**config.mk**
```make
export PLATFORM = sky130hd
export DESIGN_NAME = mcd_queue
export DESIGN_NICKNAME = d
export VERILOG_FILES = /design/src/rtl/core/mesi_coherence_directory_assert.svh /design/src/rtl/core/mcd_queue.sv
export SDC_FILE = /design/constraint.sdc
export NUM_CORES = 1
export LEC_CHECK = 0
export ABC_AREA = 1
export BUFFER_PORTS_ARGS = -buffer_cell sky130_fd_sc_hd__buf_4
export CAP_MARGIN = 20
export CORE_ASPECT_RATIO = 1.1
export CORE_MARGIN = 4
export CORE_UTILIZATION = 35
export DETAILED_ROUTE_END_ITERATION = 8
export PLACE_DENSITY = 0.68
export SYNTH_ARGS = -nofsm -noshare
export SYNTH_HDL_FRONTEND = slang
export SYNTH_SLANG_ARGS = --single-unit
export TNS_END_PERCENT = 5
```
**constraint.sdc**
```tcl
create_clock -name aclk -period 2.3 [get_ports aclk]
set_input_delay 0.115 -clock aclk [delete_from_list [all_inputs] [get_ports aclk]]
set_output_delay 0.115 -clock aclk [all_outputs]
set_load 0.02 [all_outputs]
```
**src/rtl/core/mesi_coherence_directory_assert.svh**
```systemverilog
// Assertion helpers for the coherence directory.
`ifndef MESI_COHERENCE_DIRECTORY_ASSERT_SVH
`define MESI_COHERENCE_DIRECTORY_ASSERT_SVH

// A condition that holds at every clock edge out of reset.
`define MCD_ASSERT_ALWAYS(lbl, clk, rstn, cond, msg) \
    lbl: assert property (@(posedge clk) disable iff (!rstn) (cond)) else $error(msg);

// A consequence that holds in the same cycle as its antecedent.
`define MCD_ASSERT_IMPLY(lbl, clk, rstn, ante, cons, msg) \
    lbl: assert property (@(posedge clk) disable iff (!rstn) (ante) |-> (cons)) else $error(msg);

`endif

```
**src/rtl/core/mcd_queue.sv**
```systemverilog
`timescale 1ns / 1ps
`default_nettype none
module mcd_queue #(
    parameter int WIDTH = 8,
    parameter int DEPTH = 2
) (
    input  wire logic             aclk,
    input  wire logic             aresetn,
    input  wire logic             push,
    input  wire logic [WIDTH-1:0] push_data,
    output logic                  full,
    input  wire logic             pop,
    output logic                  valid,
    output logic      [WIDTH-1:0] pop_data
);

    localparam int PW = (DEPTH > 1) ? $clog2(DEPTH) : 1;
    localparam int CW = $clog2(DEPTH + 1);

    logic [WIDTH-1:0] slot_reg [DEPTH];
    logic [PW-1:0]    wptr_reg, wptr_next;
    logic [PW-1:0]    rptr_reg, rptr_next;
    logic [CW-1:0]    cnt_reg, cnt_next;

    assign full     = (cnt_reg == CW'(DEPTH));
    assign valid    = (cnt_reg != '0);
    assign pop_data = slot_reg[rptr_reg];

    // Pointer and fill count update.
    always_comb begin
        wptr_next = wptr_reg;
        rptr_next = rptr_reg;
        cnt_next  = cnt_reg;
        if (push) begin
            wptr_next = (wptr_reg == PW'(DEPTH - 1)) ? '0 : wptr_reg + 1'b1;
        end
        if (pop) begin
            rptr_next = (rptr_reg == PW'(DEPTH - 1)) ? '0 : rptr_reg + 1'b1;
        end
        if (push && !pop) begin
            cnt_next = cnt_reg + 1'b1;
        end else if (pop && !push) begin
            cnt_next = cnt_reg - 1'b1;
        end
    end

    always_ff @(posedge aclk) begin
        if (!aresetn) begin
            wptr_reg <= '0;
            rptr_reg <= '0;
            cnt_reg  <= '0;
        end else begin
            wptr_reg <= wptr_next;
            rptr_reg <= rptr_next;
            cnt_reg  <= cnt_next;
        end
    end

    // Storage slots.
    always_ff @(posedge aclk) begin
        if (push) begin
            slot_reg[wptr_reg] <= push_data;
        end
    end

endmodule
`default_nettype wire

```
Word level (Yosys, flattened, before mapping) --
Memory sizes are Yosys's and may differ from the RTL's. A register that Yosys moved wholly into a read port is not among the register bits. Index checks and enable logic that the tools add are counted.
Storage, ports and cells: bits in registers 4, memory bits (writable) 16, bits of input ports 12, output and inout bits 10, word-level logic and storage cells 23, memories kept 1
Cells by class: $add $sub $neg 4, eq/ne operators 1, mux-type cells 8, reductions and logical operators 6
Memory list:
- slot_reg | depth 2, width 8, read ports 1, clocked after Yosys merged registers in 1, write ports 1, line mcd_queue.sv:20 | logic [WIDTH-1:0] slot_reg [DEPTH];
Operators by type and width (count):
- 2-to-1 mux 1 bit | 6
- 2-to-1 mux 2 bit | 2
- nonzero test 2 bit | 2
- adder 1 bit, second input constant | 2
- adder 2 x 1 -> 2 bit, second input constant | 1
- == test 2 bit, second input constant | 1
- logical AND 1 bit | 2
- logical NOT 1 bit | 2
- subtractor 2 x 1 -> 2 bit, second input constant | 1

Logic depth before layout (Yosys ltp) --
Gate-level depths: netlist of the first run.
depth after elaboration 4, mapped depth 8, gate-level depth less buffers 8

Worst setup path before layout of the first run --
OpenSTA, ideal clock, no wires.
path kind reg2reg, start point register wptr_reg, end point memory slot_reg[0][0], enable pin, library setup time 370 ps, arrival time 687 ps, data required time 1930 ps, setup slack 1242 ps, stages on the path, launching flop included 2, buffers on the path 0, period minus slack after synthesis 1058 ps, cells stage by stage dfxtp_1 nor2_1
RTL lines:
- from (decl) | line mcd_queue.sv:21 | logic [PW-1:0] wptr_reg, wptr_next;
- from (signal assigned) | line mcd_queue.sv:53 | wptr_reg <= wptr_next;
- to (decl) | line mcd_queue.sv:20
Straight into the memory's write port.

==> metrics, run 1 <==
status=finished, final reports clean; Synth Net Count=73; H-tree levels=1; Setup crit end kind=primary output; crit path launch type=flip-flop; met1 usage=0.0994; row cnt=18; reg-to-reg endpoint=slot_reg[0][3]$_DFFE_PP_; Data arrival, critical path=between 1000 and 1500 ps; Setup Skew=approximately 4.2 ps; Final period util=0.669; Starting DRT DRC Count=4; flop2flop setup slack=roughly 1100 ps; Final GP Congestion=0.644; hold path start=pop; Root Buffer=clkbuf_4; GR peak layer=met2; CTS Sinks=21; post-route ant nets=0; Synth Warn #=0; post-route cell area=around 0.0011 mm2; Psw=0.174 mW; Worst-path clk slew=about 110 ps; CTS buffer count=3; Max clock buf depth=2; Starting Density=0.370; Pleak=between 0.4 and 0.5 nW; fin crit period=1540 ps; Hold WC Path Type=in2reg; register bit count reported by yosys=21; Die X=54.8 um; Post-Syn Instances=60; post-CTS setup buffer count=0; Avg Inst Size Synth=between 10 and 15 um2; unrepaired setup endpoints after global routing=false; core area=0.00227 mm2; R2R Path Start=wptr_reg$_SDFFE_PN0P_; WP data required=between 2000 and 2500 ps; max FFs per register=16; vias in the first global route=492; Remaining Overflow, GRT=0; Slew Viols, Final=0; PwrDens=660 mW/mm2; IO Port Bufs=21; Rel. slew slack=0.553; met3 usage in global routing=0.0327; number of hold violations in the final report=0; gr usage total=0.0898; area delta synth->final=34.5%; DR WL/cell=roughly 11 um; fill count=between 150 and 200; slew at the pin with the worst max-slew slack=about 670 ps; most common cell after layout, fill and taps aside=buf_4; kind of critical path=reg2out; Synth cell types=14; Via Count=~530; most frequent cells in the layout=buf_4, edfxtp_1; total power=roughly 0.75 mW; Achievable Freq=~650 MHz; initial antenna violation count=0; placed inst area=~0.001 mm2; Net Sw Frac=0.233; Layout Cells excl Fill=122; largest net degree at the start of global routing=12; combinational share of power=0.184; hold path cells=3; Fin Setup TNS=0 ps; Seq pwr share=0.597; drt first pass iters=4; CTS tree=built; Peak supply drop=approximately 0.34 mV; Clock Power Share=0.219; Post-DP HPWL=947 um; # diodes=0; fin util=0.498; global-route wire length before repair=approximately 2.1 mm; worst skew pair latency=approximately 290 ps; met2 usage=0.154; DRT Wirelength=between 1 and 1.5 mm; placed cells=between 100 and 150; tightest hold margin=between 80 and 90 ps; DP Worst Slack=1060 ps; total internal power=approximately 0.57 mW; IO Pins=22; worst hold endpoint=rptr_reg$_SDFFE_PN0P_; Via-to-Cell Ratio=approximately 4.4; Worst Path Max Fanout=8; Worst Slack Setup Final=approximately 760 ps; Max Cap Viol=0; share of layout cells above drive strength 1=0.370; Die H=roughly 60 um; Setup-failing EPs final=0; worst r2r path cells=1; DRC errors left=0; Synth Cell Area=around 840 um2; Die ar.=around 0.0033 mm2; post-synthesis sequential area ratio=0.689; nets=roughly 110
==> cell type report <==
| type | count | area [um2] | share of cell area |
|---|---|---|---|
| Inverter | 8 | 30.0 | 0.0265 |
| Clock buffer | 4 | 26.3 | 0.0232 |
| Sequential cell | 21 | 581 | 0.513 |
| Tap cell | 30 | 37.5 | 0.0331 |
| Timing Repair Buffer | 29 | 238 | 0.210 |
| Multi-Input combinational cell | 30 | 220 | 0.194 |
==> repair_timing <==
item	CTS	global route
endpoints found under the hold margin	2	14
resized for setup	0	0
hold buffers	1	7
endpoints found under the setup margin	0	0
==> layer usage <==
metal  vias to the layer above  share of wire
met2                        16           0.51
met3                         2          0.071
met1                       247           0.40
met5                         -              0
li1                        266              -
met4                         0         0.0092
==> synth_stat cells <==
master    instances  area, um2
edfxtp_1         16        480
mux2_4            8        120
nand2_1           8       30.0
nor2_1            8       30.0
inv_1             7       26.3
dfxtp_1           5        100
a21oi_1           1       5.00
buf_6             1       11.3
ha_1              1       12.5
inv_2             1       3.75
nand2_2           1       6.26
nand3_1           1       5.00
nand4_1           1       6.26
o21ai_0           1       5.00
==> worst max-delay path by stage <==
stage	to	cells after the start	from	slack (ps)
6_report	pop_data[6]	2	flip-flop	760
3_3_place_gp	pop_data[4]	2	flip-flop	1060
3_5_place_dp	pop_data[6]	2	flip-flop	1060
5_1_grt	pop_data[3]	2	flip-flop	660
2_1_floorplan	slot_reg[0][0]$_DFFE_PP_	1	wptr_reg$_SDFFE_PN0P_	1240
4_1_cts	pop_data[6]	2	flip-flop	730
==> worst max-delay path: stages (launching register included) <==
cell     delay, ps
dfxtp_1        640
mux2_4         340
buf_4          160
==> cell families (layout without fill, tap and decap cells) <==
logic type	Yosys count	count (layout)	share of synthesized area
AND/OR/NAND/NOR	19	19	0.0921
AO/OA/AOI/OAI	2	2	0.0119
adder cells (fa/ha/maj)	1	1	0.0149
multiplexers	8	8	0.143
flip-flops	21	21	0.689
buffers and inverters	9	41	0.0490
==> power groups by stage <==
stage | Clock (mW) | Combinational (mW) | Sequential, mW
floorplan | 0 | 0.0830 | 0.448
global placement | 0 | 0.124 | 0.454
detailed placement | 0 | 0.128 | 0.455
CTS | 0.170 | 0.129 | 0.447
global route | 0.189 | 0.151 | 0.450
finish | 0.164 | 0.137 | 0.446
No activity file was read; power rests on OpenSTA's default activity.
==> run 2, diff against run 1 <==
--- a/config.mk
+++ b/config.mk
@@ -12,7 +12,7 @@
 export CORE_MARGIN = 4
 export CORE_UTILIZATION = 35
 export DETAILED_ROUTE_END_ITERATION = 8
-export PLACE_DENSITY = 0.68
+export PLACE_DENSITY = 0.7
 export SYNTH_ARGS = -nofsm -noshare
 export SYNTH_HDL_FRONTEND = slang
 export SYNTH_SLANG_ARGS = --single-unit
==> constraint.sdc (replaced) <==
create_clock -name aclk -period 1.2 [get_ports aclk]
set_input_delay 0.06 -clock aclk [delete_from_list [all_inputs] [get_ports aclk]]
set_output_delay 0.06 -clock aclk [all_outputs]
set_load 0.02 [all_outputs]
==> metrics, run 2 (synthesized netlist as in run 1, its figures left out) <==
core area=around 0.0023 mm2; Data arrival, critical path=between 1000 and 1500 ps; status=finished with violations; worst skew pair latency=just under 300 ps; unrepaired setup endpoints after global routing=true; CTS buffer count=3; failing checks=negative setup slack; IO Port Bufs=21; row cnt=18; largest net degree at the start of global routing=13; Starting DRT DRC Count=2; Root Buffer=clkbuf_4; Worst Slack Setup Final=-71.2 ps; Setup Skew=1.82 ps; area delta synth->final=41.6%; post-route ant nets=0; post-route cell area=about 0.0012 mm2; DR WL/cell=a little over 10 um; DP Worst Slack=184 ps; fill count=just under 200; placed inst area=roughly 0.0011 mm2; Setup-failing EPs final=8; Max clock buf depth=2; initial antenna violation count=0; drt first pass iters=3; Hold WC Path Type=in2reg; placed cells=112; PwrDens=approximately 1200 mW/mm2; Die H=a little under 60 um; gr usage total=0.0844; Worst-path clk slew=~110 ps; Max Cap Viol=0; DRC errors left=0; most frequent cells in the layout=edfxtp_1, buf_4; Die ar.=between 0.003 and 0.004 mm2; Worst Path Max Fanout=8; number of hold violations in the final report=0; max FFs per register=16; Rel. slew slack=0.787; Fin Setup TNS=-546 ps; Layout Cells excl Fill=between 100 and 150; nets=~110; global-route wire length before repair=between 1.5 and 2 mm; CTS tree=built; Remaining Overflow, GRT=0; Slew Viols, Final=0; CTS Sinks=21; Peak supply drop=0.624 mV; DRT Wirelength=between 1 and 1.5 mm; # diodes=0; fin crit period=1270 ps; Die X=roughly 55 um; Via Count=around 510; Via-to-Cell Ratio=~4.1; crit path launch type=flip-flop; storage element area=between 500 and 600 um2; Setup crit end kind=primary output; H-tree levels=1; WP data required=roughly 1100 ps; vias in the first global route=490; IO Pins=22; multi-input logic area=between 200 and 250 um2; Final period util=1.06; Achievable Freq=787 MHz; most common cell after layout, fill and taps aside=edfxtp_1; Final GP Congestion=between 0.7 and 0.8; share of layout cells above drive strength 1=0.404; Starting Density=0.370; slew at the pin with the worst max-slew slack=about 320 ps; kind of critical path=reg2out; Pleak=0.524 nW
run 2: cell types whose count changed in the layout (fill, tap and decap cells not counted):
| cell | previous run | this run |
|---|---|---|
| dfxtp_1 | 5 | 4 |
| dfxtp_2 | 0 | 1 |
| buf_4 | 21 | 14 |
| buf_12 | 0 | 1 |
| buf_6 | 0 | 8 |
| clkinv_2 | 0 | 1 |
| clkbuf_1 | 1 | 0 |
run 2: final cells by class:
type	count	share of cell area
clock inverter	1	0.00420
tap	30	0.0315
inverter	8	0.0252
multi-input combinational	30	0.185
timing repair buffer	31	0.248
clock buffer	3	0.0189
sequential	21	0.488
run 2: critical path, cell delays in order (launching register included):
cell     delay [ps]
dfxtp_2         350
buf_12          130
mux2_4          300
buf_6           130
run 2: final timing paths:
| check | start | end | slack [ps] | depth (start not counted) |
|---|---|---|---|---|
| setup / recovery | flip-flop | pop_data[6] | -70 | 3 |
| hold / removal | aresetn | wptr_reg$_SDFFE_PN0P_ | 20 | 3 |
| setup reg to reg | wptr_reg$_SDFFE_PN0P_ | slot_reg[1][5]$_DFFE_PP_ | 190 | 2 |
| hold reg to reg | rptr_reg$_SDFFE_PN0P_ | rptr_reg$_SDFFE_PN0P_ | 510 | 2 |
run 2: routing by layer:
layer	vias to the layer above	wire, um	GRT usage
met5	-	0	0
li1	269	-	-
met4	0	5	0.0427
met3	2	117	0.0227
met2	21	566	0.135
met1	222	593	0.102
run 2: stage by stage:
step | hold slack, ps | power [mW] | utilization
after global routing | 24.5 | 1.54 | 0.524
after detailed placement | 248 | 1.13 | 0.463
final | 15.8 | 1.47 | 0.524
after CTS | 11.6 | 1.49 | 0.524
after global placement | 247 | 1.12 | 0.463
after floorplan | 159 | 1.02 | -
run 2: report_power, final:
part	total [mW]	switching, mW	internal, mW
registers	0.847	0.0169	0.830
logic	0.303	0.136	0.167
clock network	0.319	0.196	0.124
run 2: what timing repair did:
item                                    CTS  global route
endpoints found under the hold margin    16             0
buffers inserted                          0             0
hold buffers                              8             0
endpoints found under the setup margin    8             8
resized for setup                         9             0
==> run 3, diff against run 2 <==
--- a/config.mk
+++ b/config.mk
@@ -8,7 +8,7 @@
 export ABC_AREA = 1
 export BUFFER_PORTS_ARGS = -buffer_cell sky130_fd_sc_hd__buf_4
 export CAP_MARGIN = 20
-export CORE_ASPECT_RATIO = 1.1
+export CORE_ASPECT_RATIO = 1.5
 export CORE_MARGIN = 4
 export CORE_UTILIZATION = 35
 export DETAILED_ROUTE_END_ITERATION = 8
==> metrics, run 3 (synthesized netlist as in run 1, its figures left out) <==
status=finished with violations; failing checks=negative setup slack; # diodes=0; Hold WC Path Type=in2reg; core area=~0.0023 mm2; Pleak=between 0.5 and 0.6 nW; DP Worst Slack=~190 ps; largest net degree at the start of global routing=12; flop2flop setup slack=between 150 and 200 ps; share of layout cells above drive strength 1=0.394; placed cells=105; post-route ant nets=0; Rel. slew slack=0.788; post-route cell area=roughly 0.0012 mm2; IO Pins=22; DRC errors left=0; Worst-path clk slew=100 ps; WP data required=1140 ps; crit path launch type=flip-flop; kind of critical path=reg2out; vias in the first global route=around 540; Achievable Freq=785 MHz; Remaining Overflow, GRT=0; H-tree levels=1; Fin Setup TNS=-572 ps; slew at the pin with the worst max-slew slack=about 320 ps; Starting DRT DRC Count=3; tightest hold margin=between 9 and 10 ps; post-CTS setup buffer count=0; Final period util=1.06; nets=between 100 and 150; Worst path top cell family by delay=flip-flops; Worst Path Max Fanout=8; Via-to-Cell Ratio=between 4 and 5; Setup crit end kind=primary output; worst hold endpoint=wptr_reg$_SDFFE_PN0P_; Setup Skew=3.67 ps; Setup-failing EPs final=8; Slew Viols, Final=0; Post-DP HPWL=~1.0 mm; Die X=between 40 and 50 um; R2R Path Start=wptr_reg$_SDFFE_PN0P_; Max Cap Viol=0; gr usage total=0.0967; Layout Cells excl Fill=roughly 120; critical-path cell list=buf_8, mux2_4, buf_6; area delta synth->final=39.8%; CTS buffer count=3; worst r2r path cells=2; number of hold violations in the final report=0; most common cell after layout, fill and taps aside=edfxtp_1; fin crit period=roughly 1300 ps; slowest stage delay, CP=350 ps; slowest CP cell=dfxtp_2; drt first pass iters=2; CTS Sinks=21; CTS tree=built; CP bufs+invs=2; Data arrival, critical path=~1200 ps; global-route wire length before repair=between 2 and 2.5 mm; Root Buffer=clkbuf_4; initial antenna violation count=0; Peak supply drop=approximately 0.86 mV; IO Port Bufs=21; hold path cells=3; hold path start=aresetn; unrepaired setup endpoints after global routing=true; Die ar.=0.00327 mm2; Final GP Congestion=0.694; fill count=~210; worst skew pair latency=290 ps; DRT Wirelength=1.35 mm; Starting Density=0.373; reg-to-reg endpoint=slot_reg[1][5]$_DFFE_PP_; Die H=a little under 70 um; most frequent cells in the layout=edfxtp_1, buf_4; Via Count=540; max FFs per register=16; row cnt=21; placed inst area=between 0.001 and 0.0015 mm2; Worst Slack Setup Final=-74.0 ps; PwrDens=around 1200 mW/mm2; Max clock buf depth=2; DR WL/cell=11.5 um
==> run 3: changes by cell type in the layout (fill, tap and decap cells not counted) <==
| cell | change |
|---|---|
| buf_12 | -1 |
| clkinv_2 | -1 |
| buf_8 | +1 |
| clkbuf_1 | +1 |
==> run 3: worst max-delay path by stage <==
stage | from | endpoint | slack [ps] | cells after the start
floorplan | wptr_reg$_SDFFE_PN0P_ | slot_reg[0][0]$_DFFE_PP_ | 140 | 1
global placement | flip-flop | pop_data[2] | 210 | 3
detailed placement | flip-flop | pop_data[2] | 190 | 3
CTS | flip-flop | pop_data[6] | -80 | 3
global route | flip-flop | pop_data[0] | -110 | 3
finish | flip-flop | pop_data[6] | -70 | 3
==> run 3: through the flow <==
| stage | power, mW | util |
|---|---|---|
| 2_1_floorplan | 1.02 | - |
| 3_5_place_dp | 1.12 | 0.457 |
| 3_3_place_gp | 1.11 | 0.457 |
| 6_report | 1.47 | 0.521 |
| 5_1_grt | 1.55 | 0.521 |
| 4_1_cts | 1.48 | 0.521 |
==> run 3: metal layers <==
| metal | routed length [um] | global-route usage | vias to the layer above |
|---|---|---|---|
| met4 | 17 | 0.0404 | 0 |
| met1 | 509 | 0.101 | 245 |
| li1 | - | - | 270 |
| met5 | 0 | 0 | - |
| met2 | 701 | 0.169 | 23 |
| met3 | 121 | 0.0316 | 2 |
==> run 3: power breakdown <==
part	switching (mW)	total [mW]	internal [mW]
Combinational	0.139	0.303	0.164
Clock	0.190	0.319	0.129
Sequential	0.0170	0.847	0.830
Total	0.345	1.47	1.12
==> run 3: timing repair <==
item	4_1_cts	5_1_grt
endpoints found under the hold margin	16	0
resized for setup	11	0
setup endpoints to repair	8	8
pin swaps	0	0
hold buffers	8	0
==> run 3: area by class of cell <==
cell class	count	area (um2)	area share
Sequential cell	21	582	0.494
Timing Repair Buffer	31	290	0.247
Multi-Input combinational cell	30	220	0.187
Inverter	8	30.0	0.0255
Tap cell	23	28.8	0.0244
Clock buffer	4	26.3	0.0223
==> run 3: worst register-to-register path, stage by stage (launching register included) <==
cell and delay [ps]:
dfxtp_1 360, nand2_1 80, inv_1 250
